## src/teq_pkg.sv

```systemverilog
`timescale 1ns / 1ps
package teq_pkg;

    localparam int CAPACITY    = 16;
    localparam int MAX_RESULTS = 16;
    localparam int SLOT_W      = $clog2(CAPACITY);
    localparam int CNT_W       = $clog2(CAPACITY + 1);
    localparam int FIFO_DEPTH  = 2;
    localparam logic [19:0] MIN_DELAY_RESET = 20'd100;
    localparam logic [47:0] TIME_MAX = 48'hFFFF_FFFF_FFFF;

    typedef enum logic {
        ACT_ADD  = 1'b0,
        ACT_TICK = 1'b1
    } action_t;

    typedef struct packed {
        action_t     action;
        logic [47:0] now;
        logic [47:0] deadline;
        logic [31:0] period;
        logic [7:0]  timer_id;
    } cmd_t;

    typedef struct packed {
        logic [7:0]  fired_id;
        logic        fired;
        logic        earliest_changed;
        logic        dropped;
        logic        queue_empty;
        logic [47:0] next_delay;
        logic        last;
    } res_t;

    typedef enum logic [2:0] {
        ST_IDLE,
        ST_SCAN,
        ST_POP,
        ST_REARM,
        ST_FINAL,
        ST_EMIT
    } exec_state_t;

    // true if (da,ia,sa) sorts before (db,ib,sb)
    function automatic logic sorts_before(
        input logic [47:0] da, input logic [7:0] ia, input logic [SLOT_W-1:0] sa,
        input logic [47:0] db, input logic [7:0] ib, input logic [SLOT_W-1:0] sb);
        logic r;
        if (da != db)
            r = da < db;
        else if (ia != ib)
            r = ia < ib;
        else
            r = sa < sb;
        return r;
    endfunction

endpackage

```

## src/teq_front.sv

```systemverilog
`timescale 1ns / 1ps
// Input stage: two-entry command queue in front of the executor.
module teq_front (
    input  logic          clk,
    input  logic          rst_n,
    input  logic          in_valid,
    output logic          in_ready,
    input  teq_pkg::cmd_t in_cmd,
    output logic          q_valid,
    input  logic          q_ready,
    output teq_pkg::cmd_t q_cmd
);

    teq_pkg::cmd_t mem_reg [teq_pkg::FIFO_DEPTH];
    logic          wr_ptr_reg, wr_ptr_next;
    logic          rd_ptr_reg, rd_ptr_next;
    logic [1:0]    count_reg, count_next;
    logic          push, pop;

    assign in_ready = count_reg != 2'd2;
    assign q_valid  = count_reg != 2'd0;
    assign q_cmd    = mem_reg[rd_ptr_reg];
    assign push     = in_valid && in_ready;
    assign pop      = q_valid && q_ready;

    always_comb
    begin
        wr_ptr_next = wr_ptr_reg ^ push;
        rd_ptr_next = rd_ptr_reg ^ pop;
        count_next  = count_reg + {1'b0, push} - {1'b0, pop};
    end

    always_ff @(posedge clk or negedge rst_n)
    begin
        if (!rst_n)
        begin
            wr_ptr_reg <= 1'b0;
            rd_ptr_reg <= 1'b0;
            count_reg  <= 2'd0;
        end
        else
        begin
            wr_ptr_reg <= wr_ptr_next;
            rd_ptr_reg <= rd_ptr_next;
            count_reg  <= count_next;
        end
    end

    always_ff @(posedge clk)
    begin
        if (push)
            mem_reg[wr_ptr_reg] <= in_cmd;
    end

endmodule

```

## src/teq_exec.sv

```systemverilog
`timescale 1ns / 1ps
// Executor: slot store, sequential earliest search, pop/re-arm, result output.
module teq_exec (
    input  logic          clk,
    input  logic          rst_n,
    input  logic [19:0]   min_delay,
    input  logic          q_valid,
    output logic          q_ready,
    input  teq_pkg::cmd_t q_cmd,
    output logic          out_valid,
    input  logic          out_ready,
    output teq_pkg::res_t out_res,
    output logic          busy
);

    localparam int SW = teq_pkg::SLOT_W;
    localparam int CW = teq_pkg::CNT_W;

    logic [47:0] dl_reg   [teq_pkg::CAPACITY];
    logic [31:0] per_reg  [teq_pkg::CAPACITY];
    logic [7:0]  id_reg   [teq_pkg::CAPACITY];
    logic [teq_pkg::CAPACITY-1:0] valid_reg;
    logic [teq_pkg::CAPACITY-1:0] popped_reg;

    teq_pkg::exec_state_t state_reg, state_next;
    teq_pkg::cmd_t        cmd_reg;
    logic [SW-1:0]        scan_reg;
    logic                 best_ok_reg;
    logic [SW-1:0]        best_reg;
    logic [CW-1:0]        pop_cnt_reg;
    logic [CW-1:0]        emit_reg;
    logic [7:0]           pop_ids_reg [teq_pkg::MAX_RESULTS];
    logic                 changed_reg, dropped_reg;
    logic                 empty_reg;
    logic [47:0]          delay_reg;
    logic                 phase_reg; // tick: 0 = popping, 1 = final search
    teq_pkg::res_t        out_reg;
    logic                 out_valid_reg, out_valid_next;

    logic [teq_pkg::CAPACITY-1:0] free_vec;
    logic [SW-1:0] free_idx;
    logic          full;
    logic          cand_better;
    logic          pop_due;
    logic [47:0]   diff, dly;
    logic [48:0]   rearm_sum;
    logic          out_free;

    always_comb
    begin
        free_vec = ~valid_reg;
        free_idx = '0;
        for (int i = teq_pkg::CAPACITY - 1; i >= 0; i--)
            if (free_vec[i])
                free_idx = SW'(i);
    end
    assign full = &valid_reg;

    assign cand_better = valid_reg[scan_reg] && (!best_ok_reg ||
        teq_pkg::sorts_before(dl_reg[scan_reg], id_reg[scan_reg], scan_reg,
                              dl_reg[best_reg], id_reg[best_reg], best_reg));

    assign pop_due = best_ok_reg && dl_reg[best_reg] <= cmd_reg.now &&
                     pop_cnt_reg != CW'(teq_pkg::MAX_RESULTS);

    assign diff = (dl_reg[best_reg] > cmd_reg.now) ? dl_reg[best_reg] - cmd_reg.now : '0;
    assign dly  = (diff < {28'd0, min_delay}) ? {28'd0, min_delay} : diff;
    assign rearm_sum = {1'b0, cmd_reg.now} + {17'd0, per_reg[best_reg]};
    assign out_free  = !out_valid_reg || out_ready;
    assign out_valid_next = (state_reg == teq_pkg::ST_EMIT && out_free) ||
                            (out_valid_reg && !out_ready);

    assign q_ready   = state_reg == teq_pkg::ST_IDLE;
    assign out_valid = out_valid_reg;
    assign out_res   = out_reg;
    assign busy      = state_reg != teq_pkg::ST_IDLE || out_valid_reg;

    always_comb
    begin
        state_next = state_reg;
        case (state_reg)
            teq_pkg::ST_IDLE:
                if (q_valid)
                    state_next = teq_pkg::ST_SCAN;
            teq_pkg::ST_SCAN:
                if (scan_reg == SW'(teq_pkg::CAPACITY - 1))
                    state_next = teq_pkg::ST_POP;
            teq_pkg::ST_POP:
                // add: insert after first scan; tick: pop earliest if due, else go to re-arm
                if (cmd_reg.action == teq_pkg::ACT_ADD)
                    state_next = phase_reg ? teq_pkg::ST_SCAN : teq_pkg::ST_FINAL;
                else if (phase_reg)
                    state_next = teq_pkg::ST_FINAL;
                else if (pop_due)
                    state_next = teq_pkg::ST_SCAN;
                else
                    state_next = teq_pkg::ST_REARM;
            teq_pkg::ST_REARM:
                if (best_reg == SW'(teq_pkg::CAPACITY - 1))
                    state_next = teq_pkg::ST_SCAN;
            teq_pkg::ST_FINAL:
                state_next = teq_pkg::ST_EMIT;
            teq_pkg::ST_EMIT:
                if (out_free && (emit_reg + CW'(1) >= pop_cnt_reg))
                    state_next = teq_pkg::ST_IDLE;
            default:
                state_next = teq_pkg::ST_IDLE;
        endcase
    end

    always_ff @(posedge clk or negedge rst_n)
    begin
        if (!rst_n)
        begin
            state_reg     <= teq_pkg::ST_IDLE;
            valid_reg     <= '0;
            out_valid_reg <= 1'b0;
        end
        else
        begin
            out_valid_reg <= out_valid_next;
            state_reg     <= state_next;
            case (state_reg)
                teq_pkg::ST_IDLE:
                    if (q_valid)
                    begin
                        cmd_reg     <= q_cmd;
                        scan_reg    <= '0;
                        best_ok_reg <= 1'b0;
                        best_reg    <= '0;
                        pop_cnt_reg <= '0;
                        emit_reg    <= '0;
                        popped_reg  <= '0;
                        changed_reg <= 1'b0;
                        phase_reg   <= q_cmd.action == teq_pkg::ACT_ADD;
                        dropped_reg <= (q_cmd.action == teq_pkg::ACT_ADD) && full;
                    end
                teq_pkg::ST_SCAN:
                begin
                    if (cand_better)
                    begin
                        best_ok_reg <= 1'b1;
                        best_reg    <= scan_reg;
                    end
                    scan_reg <= scan_reg + SW'(1);
                end
                teq_pkg::ST_POP:
                begin
                    if (cmd_reg.action == teq_pkg::ACT_ADD && phase_reg)
                    begin
                        if (!dropped_reg)
                        begin
                            changed_reg <= !best_ok_reg ||
                                           cmd_reg.deadline < dl_reg[best_reg];
                            dl_reg[free_idx]  <= cmd_reg.deadline;
                            per_reg[free_idx] <= cmd_reg.period;
                            id_reg[free_idx]  <= cmd_reg.timer_id;
                            valid_reg[free_idx] <= 1'b1;
                        end
                        phase_reg   <= 1'b0;
                        scan_reg    <= '0;
                        best_ok_reg <= 1'b0;
                    end
                    else if (cmd_reg.action == teq_pkg::ACT_TICK && !phase_reg && pop_due)
                    begin
                        valid_reg[best_reg]  <= 1'b0;
                        popped_reg[best_reg] <= 1'b1;
                        pop_ids_reg[pop_cnt_reg[SW-1:0]] <= id_reg[best_reg];
                        pop_cnt_reg <= pop_cnt_reg + CW'(1);
                        scan_reg    <= '0;
                        best_ok_reg <= 1'b0;
                    end
                    else if (cmd_reg.action == teq_pkg::ACT_TICK && !phase_reg)
                    begin
                        scan_reg <= '0;
                        best_reg <= '0;
                    end
                end
                teq_pkg::ST_REARM:
                begin
                    // walk slots, re-arming popped periodic ones
                    if (popped_reg[best_reg] && per_reg[best_reg] != '0)
                    begin
                        dl_reg[best_reg]    <= rearm_sum[48] ? teq_pkg::TIME_MAX
                                                             : rearm_sum[47:0];
                        valid_reg[best_reg] <= 1'b1;
                    end
                    // wraps to slot 0 after the last one
                    best_reg <= best_reg + SW'(1);
                    if (best_reg == SW'(teq_pkg::CAPACITY - 1))
                    begin
                        phase_reg   <= 1'b1;
                        scan_reg    <= '0;
                        best_ok_reg <= 1'b0;
                    end
                end
                teq_pkg::ST_FINAL:
                begin
                    empty_reg <= !best_ok_reg;
                    delay_reg <= best_ok_reg ? dly : '0;
                end
                teq_pkg::ST_EMIT:
                    if (out_free)
                    begin
                        out_reg.fired            <= pop_cnt_reg != '0;
                        out_reg.fired_id         <= (pop_cnt_reg != '0)
                                                    ? pop_ids_reg[emit_reg[SW-1:0]] : 8'd0;
                        out_reg.earliest_changed <= changed_reg;
                        out_reg.dropped          <= dropped_reg;
                        out_reg.queue_empty      <= empty_reg;
                        out_reg.next_delay       <= delay_reg;
                        out_reg.last             <= emit_reg + CW'(1) >= pop_cnt_reg;
                        emit_reg                 <= emit_reg + CW'(1);
                    end
                default: ;
            endcase
        end
    end

endmodule

```

## src/timer_expiry_queue.sv

```systemverilog
`timescale 1ns / 1ps
// Timer expiry queue: holds up to 16 timers ordered by deadline (ties by id, then
// slot). Commands enter a 2-word queue; the executor handles one at a time. Each
// earliest-timer search walks all 16 slots, one per cycle. An add searches, inserts
// (unless the store is full) and searches again before giving its word. A tick
// searches and pops each due timer in turn, walks all slots to re-arm the popped
// periodic ones, runs a final search, then gives one output word per cycle while out_ready is high.
// The min_delay register is written only while no command is pending.
module timer_expiry_queue (
    input  logic        clk,
    input  logic        rst_n,
    input  logic        cfg_valid,
    output logic        cfg_ready,
    input  logic [19:0] cfg_data,
    input  logic        in_valid,
    output logic        in_ready,
    input  logic        action,
    input  logic [47:0] now,
    input  logic [47:0] deadline,
    input  logic [31:0] period,
    input  logic [7:0]  timer_id,
    output logic        out_valid,
    input  logic        out_ready,
    output logic [7:0]  fired_id,
    output logic        fired,
    output logic        earliest_changed,
    output logic        dropped,
    output logic        queue_empty,
    output logic [47:0] next_delay,
    output logic        last
);

    teq_pkg::cmd_t in_cmd, q_cmd;
    teq_pkg::res_t res;
    logic          q_valid, q_ready, busy;
    logic [19:0]   min_delay_reg;

    assign cfg_ready = !busy && !q_valid;

    always_ff @(posedge clk or negedge rst_n)
    begin
        if (!rst_n)
            min_delay_reg <= teq_pkg::MIN_DELAY_RESET;
        else if (cfg_valid && cfg_ready)
            min_delay_reg <= cfg_data;
    end

    always_comb
    begin
        in_cmd.action   = teq_pkg::action_t'(action);
        in_cmd.now      = now;
        in_cmd.deadline = deadline;
        in_cmd.period   = period;
        in_cmd.timer_id = timer_id;
    end

    teq_front u_front (
        .clk      (clk),
        .rst_n    (rst_n),
        .in_valid (in_valid),
        .in_ready (in_ready),
        .in_cmd   (in_cmd),
        .q_valid  (q_valid),
        .q_ready  (q_ready),
        .q_cmd    (q_cmd)
    );

    teq_exec u_exec (
        .clk       (clk),
        .rst_n     (rst_n),
        .min_delay (min_delay_reg),
        .q_valid   (q_valid),
        .q_ready   (q_ready),
        .q_cmd     (q_cmd),
        .out_valid (out_valid),
        .out_ready (out_ready),
        .out_res   (res),
        .busy      (busy)
    );

    assign fired_id         = res.fired_id;
    assign fired            = res.fired;
    assign earliest_changed = res.earliest_changed;
    assign dropped          = res.dropped;
    assign queue_empty      = res.queue_empty;
    assign next_delay       = res.next_delay;
    assign last             = res.last;

`ifndef SYNTHESIS
    a_fired_id_zero: assert property (@(posedge clk) disable iff (!rst_n)
        out_valid && !fired |-> fired_id == 8'd0)
        else $error("fired_id set without fired");
    a_add_flags: assert property (@(posedge clk) disable iff (!rst_n)
        out_valid && fired |-> !earliest_changed && !dropped)
        else $error("add flags on a fired word");
    a_empty_delay: assert property (@(posedge clk) disable iff (!rst_n)
        out_valid && queue_empty |-> next_delay == 48'd0)
        else $error("delay nonzero on empty queue");
`endif

endmodule

```

## config.mk

```make
export PLATFORM = sky130hd
export DESIGN_NAME = timer_expiry_queue
export DESIGN_NICKNAME = d
export VERILOG_FILES = /design/src/teq_pkg.sv /design/src/teq_front.sv /design/src/teq_exec.sv /design/src/timer_expiry_queue.sv
export SDC_FILE = /design/constraint.sdc
export NUM_CORES = 2
export LEC_CHECK = 0
export BUFFER_PORTS_ARGS = -buffer_cell sky130_fd_sc_hd__buf_2
export CELL_PAD_IN_SITES_DETAIL_PLACEMENT = 1
export CELL_PAD_IN_SITES_GLOBAL_PLACEMENT = 1
export CORE_MARGIN = 5
export CORE_UTILIZATION = 55
export DETAILED_ROUTE_END_ITERATION = 10
export PLACE_DENSITY_LB_ADDON = 0.08
export SYNTH_ARGS = -nofsm -noshare
export SYNTH_HDL_FRONTEND = slang
export SYNTH_SLANG_ARGS = --single-unit
```

## constraint.sdc

```tcl
create_clock -name clk -period 9.5 [get_ports clk]
set_input_delay 0.475 -clock clk [delete_from_list [all_inputs] [get_ports clk]]
set_output_delay 0.475 -clock clk [all_outputs]
set_load 0.02 [all_outputs]
```

Yosys cells after proc, flatten, opt, wreduce, memory -nomap -nowiden
Memories as Yosys holds them, arrays and structs flattened. A register that Yosys moved wholly into a read port is not among the register bits. Cells that the tools add are included.

Add/sub/neg operators: 8. $mul: 0. Div/mod/pow operators: 0. Magnitude comparators: 13. Equal/unequal tests: 27. Shift operators: 0. Mux-type cells: 97. Bitwise logic cells: 11. Reduce and logical (&&, ||, !) cells: 57.

Operators with widths (count): two-way mux 48 bit (3); two-way mux 4 bit (30); two-way mux 16 bit (7); less-than comparator 48 bit (2); case mux 16 bit (2 select lines) (2); adder 48 x 32 -> 49 bit (1); > comparator 48 bit (1); less-or-equal comparator 48 bit (1); less-than comparator 48 x 20 -> 1 bit (1); != test 48 bit (1); bitwise OR 16 bit (3); OR reduction 48 bit (1); subtractor 48 bit (1); inverter 16 bit (2); case mux 4 bit (4 select lines) (2); nonzero test 32 bit (1); two-way mux 1 bit (30); two-way mux 3 bit (7); logical AND 1 bit (20); two-way mux 20 bit (1); two-way mux 5 bit (4); case mux 5 bit (2 select lines) (2); AND reduction 5 bit (4); case mux 3 bit (6 select lines) (1); 43 further kinds (85).

Flip-flop bits (word level): 321. Bits in latches: 0. Memory bits (writable): 1810. ROM bits: 0. Input port bits: 162. Output and inout port bits: 64. Word-level logic and storage cells: 248. Memories kept: 5.

Memory list: u_exec.dl_reg (depth 16, bits a word 48, read ports 2, clocked after Yosys merged registers in 2, write ports 1, line teq_exec.sv:19) `logic [47:0] dl_reg [teq_pkg::CAPACITY];`; u_exec.per_reg (depth 16, bits a word 32, read ports 1, clocked after Yosys merged registers in 1, write ports 1, line teq_exec.sv:20) `logic [31:0] per_reg [teq_pkg::CAPACITY];`; u_front.mem_reg (depth 2, bits a word 137, read ports 1, clocked after Yosys merged registers in 0, write ports 1, line teq_front.sv:14) `teq_pkg::cmd_t mem_reg [teq_pkg::FIFO_DEPTH];`; u_exec.id_reg (depth 16, bits a word 8, read ports 2, clocked after Yosys merged registers in 2, write ports 1, line teq_exec.sv:21) `logic [7:0] id_reg [teq_pkg::CAPACITY];`; u_exec.pop_ids_reg (depth 16, bits a word 8, read ports 1, clocked after Yosys merged registers in 1, write ports 1, line teq_exec.sv:32) `logic [7:0] pop_ids_reg [teq_pkg::MAX_RESULTS];`.

Longest topological paths before layout
Depth after elaboration: 25. Mapped depth: 33. Mapped depth without buffers: 26.

Modules after synthesis
Synthesis repeated with hierarchy kept, for this count alone.

Cells, all modules: 5242. Area, all modules: 96577.6 um2.

By module, submodules not included: teq_exec (times used 1, cells an instance 4749, area an instance 85647.1 um2, sequential area each 55343.1 um2); teq_front (times used 1, cells an instance 449, area an instance 10162.2 um2, sequential area each 8328.0 um2); timer_expiry_queue (times used 1, cells an instance 44, area an instance 768.2 um2, sequential area each 504.2 um2).

Worst setup path before layout
No wires, ideal clock.

Path type: register to register. From: register with a tool-made name. To: register u_exec.delay_reg[13] (data pin). Library setup time: 0.257 ns. Data arrival time: 7.775 ns. Data required time: 9.243 ns. Path slack: 1.468 ns. Stages on the path, launching flop included: 32. Path buffers: 9. Period minus slack after synthesis: 8.032 ns. Cells stage by stage: dfxtp_1 -> buf_2 -> buf_6 -> buf_6 -> buf_2 -> clkbuf_1 -> buf_1 -> mux4_2 -> mux4_2 -> ha_1 -> buf_2 -> nand4_1 -> or3_1 -> or3_1 -> a211oi_2 -> o21a_2 -> clkbuf_1 -> clkbuf_1 -> and2_1 -> ha_1 -> a21o_1 -> a21o_1 -> a21oi_1 -> o21ai_0 -> or2_2 -> a211o_1 -> a221o_1 -> o21bai_1 -> a211oi_2 -> nand4_2 -> o21a_2 -> a32o_1.

RTL lines: end signal, assigned (line teq_exec.sv:200) `delay_reg <= best_ok_reg ? dly : '0;`; end, declared (line teq_exec.sv:35) `logic [47:0] delay_reg;`.

==> results.md <==
- Outcome: completed
- Synth async-reset ratio: 0.02049
- CP required: 10110 ps
- Register area share after synthesis: 0.6667
- Clock Latency Late Sink: 880 ps
- Post-CTS Resized: 0
- Biggest area consumer among synthesized cells: edfxtp_1
- Power Dens Cells: 353.5 mW/mm^2
- Cell Area, Synth: 0.09625 mm^2
- I/O pin count: 226
- Grt total ovfl: 0
- Routed vias/inst: 6.733
- Clk pin slew, worst setup/hold paths: 60 ps
- Dominant synthesized flop cell: edfxtp_1
- Worst-margin pin slew: 1284 ps
- Port buffer count: 225
- Final period util: 0.9439
- Initial antenna violation count: 9
- Total core area: 0.1740 mm^2
- Number of max-cap violations: 0
- Largest net degree at the start of global routing: 97
- Footprint of the multi-input gates: 0.03063 mm^2
- Placed Cells: 7558
- Die ar.: 0.1835 mm^2
- Slowest stage cell, crit path: o21bai_4
- DRT Pass-1 Iters: 5
- Avg Cell Area, Syn: 18.73 um^2
- Syn Inst Count: 5139
- Clk buf depth: 3
- Worst clock skew: 45.20 ps
- Peak VDD IR: 0.2641 mV
- Fmax: 111.5 MHz
- # H-tree levels: 4
- Max transition margin: 0.1443
- First-pass GRT wire length: 414.1 mm
- TritonCTS clock tree: done
- Layout Utilization: 0.6282
- Max FFs per register: 768
- Layout Cells excl Fill: 8127
- Synthesized flop and latch total: 2147
- Root Driver: clkbuf_16
- Final Wtd Congestion: 0.9638
- Final non-filler cell area: 0.1093 mm^2
- Sink Count: 2147
- Setup crit end kind: flop
- Chip Height: 428.3 um
- Setup TNS: 0 ps
- Worst Hold Class: in -> reg
- RSZ-0062 raised after global routing: false
- GRT Total Usage: 0.3130
- WL final: 288.4 mm
- Starting density of the core: 0.5531
- Setup bufs post-CTS: 0
- Critical path type: reg -> reg
- Hold Violations, Final: 0
- Startpoint Class: flop
- Fill cells: 14670
- Dpl ws: 770.0 ps
- Cell Area, Placed: 0.1007 mm^2
- Power consumption: 38.64 mW
- Crit-path max FO: 42
- Critical Path AT: 9580 ps
- Layout cell share with drive strength beyond 1: 0.2915
- Final worst-path setup slack: 532.5 ps
- Cell variety after synth: 95
- Vias: 54720
- Post-synth top area share: 0.6536
- DRC: 0
- Final net count: 6001
- EDFF count, synth: 2095
- Mapped Nets: 5529
- Final Max Slew Viols: 0
- Die X: 428.3 um
- Avg WL per Cell: 35.49 um
- Top post-synthesis cells by area: edfxtp_1 65%, mux4_2 18%, ha_1 2.9%
- Sequential cell area: 0.06421 mm^2
- CP peak stage delay: 670 ps
- Row count: 153
- Post-DP HPWL: 185.8 mm
- Ys Warns: 0
- Worst hold slack: 293.7 ps
- # setup viols final: 0
- Synthesis-to-layout area growth: 13.57%
- Routed Antenna Nets: 0
- Crit path time final: 8968 ps
- 1st-iter DRT viols: 6312
- CTS buffer count: 216
- LEAKAGE: 36.22 nW
- Vias in the first global route: 56650
-- cell usage after synthesis (41+ instances only) --
cell type and count:
nand3_1 44, ha_1 226, nor2b_1 49, buf_1 64, nand4_1 60, dfrtp_1 41, clkbuf_1 147, nand2_1 173
o22a_1 46, nor2_1 170, xnor2_1 67, edfxtp_1 2095, mux4_2 754, o21ai_0 121, inv_1 177, mux2i_1 67
a21oi_1 158, mux2_2 163
-- report_power, final --
group          leakage [nW]  internal, mW  switching (mW)
combinational          13.3          6.96            10.7
sequential             19.5          11.8           0.744
clock                  3.38          4.72            3.70
total                  36.2          23.5            15.1
-- cells in the final DEF, fill, tap and decap left out, types with 60 or more instances in the layout --
cell type | Yosys | layout
nor2_1 | 170 | 144
inv_1 | 177 | 177
buf_4 | 8 | 105
dlygate4sd3_1 | 0 | 160
o21ai_0 | 121 | 121
clkbuf_16 | 0 | 222
mux4_2 | 754 | 754
edfxtp_1 | 2095 | 2095
xnor2_1 | 67 | 67
ha_1 | 226 | 224
a21oi_1 | 158 | 157
buf_2 | 33 | 225
mux2i_1 | 67 | 67
nand4_1 | 60 | 60
nand2_1 | 173 | 173
mux2_2 | 163 | 163
-- per-layer routing --
metal	GRT usage	part of all wire	vias to the layer above
met5	0	0.000045	-
met3	0.05406	0.084	496
met2	0.5012	0.48	2832
li1	-	-	22200
met1	0.4415	0.40	29190
met4	0.1099	0.039	2
-- final cells by class --
type	count	share of cell area
Clock buffer	264	0.05254
Tap cell	2325	0.02661
Antenna cell	7	0.0001602
Timing Repair Buffer	510	0.03583
Sequential cell	2147	0.5874
Clock inverter	138	0.01118
Multi-Input combinational cell	2558	0.2802
Inverter	178	0.006112
-- critical path, delay by kind of cell (launching register included) --
kind	cells	cell delay, ps
AOI/OAI and AO/OA	14	3970
adders and majority gates	3	890
DFF	1	410
muxes	2	1120
and+or+nand+nor	5	1410
buffers and inverters	4	790
-- final timing paths --
path | start | end | slack (ps) | cells after the start
max reg2reg | flop | u_exec.delay_reg[29] | 530 | 28
min reg2reg | u_exec.delay_reg[2] | u_exec.out_res[3] | 430 | 0
min in group asynchronous | rst_n | u_front.count_reg[0] | 450 | 3
max | flop | u_exec.delay_reg[29] | 530 | 28
max in group asynchronous | rst_n | u_front.rd_ptr_reg | 8500 | 3
min | in_valid | u_front.wr_ptr_reg | 290 | 4
-- repair_timing --
item / 4_1_cts / 5_1_grt
hold buffers: 160 / 0
endpoints found under the hold margin: 336 / 0
endpoints found under the setup margin: 0 / 0
-- logic make-up (layout without fill, tap and decap cells) --
logic type | Yosys count | in the layout | synth area share
fa+ha+maj | 228 | 228 | 0.02979
compound gates | 551 | 551 | 0.03809
other cells | 0 | 7 | 0
mux | 988 | 988 | 0.2029
xor+xnor | 84 | 84 | 0.007643
flops | 2147 | 2147 | 0.6667
simple gates | 707 | 707 | 0.03683
buf+inv | 434 | 1090 | 0.01798
Power figures use the tool's default switching activity.
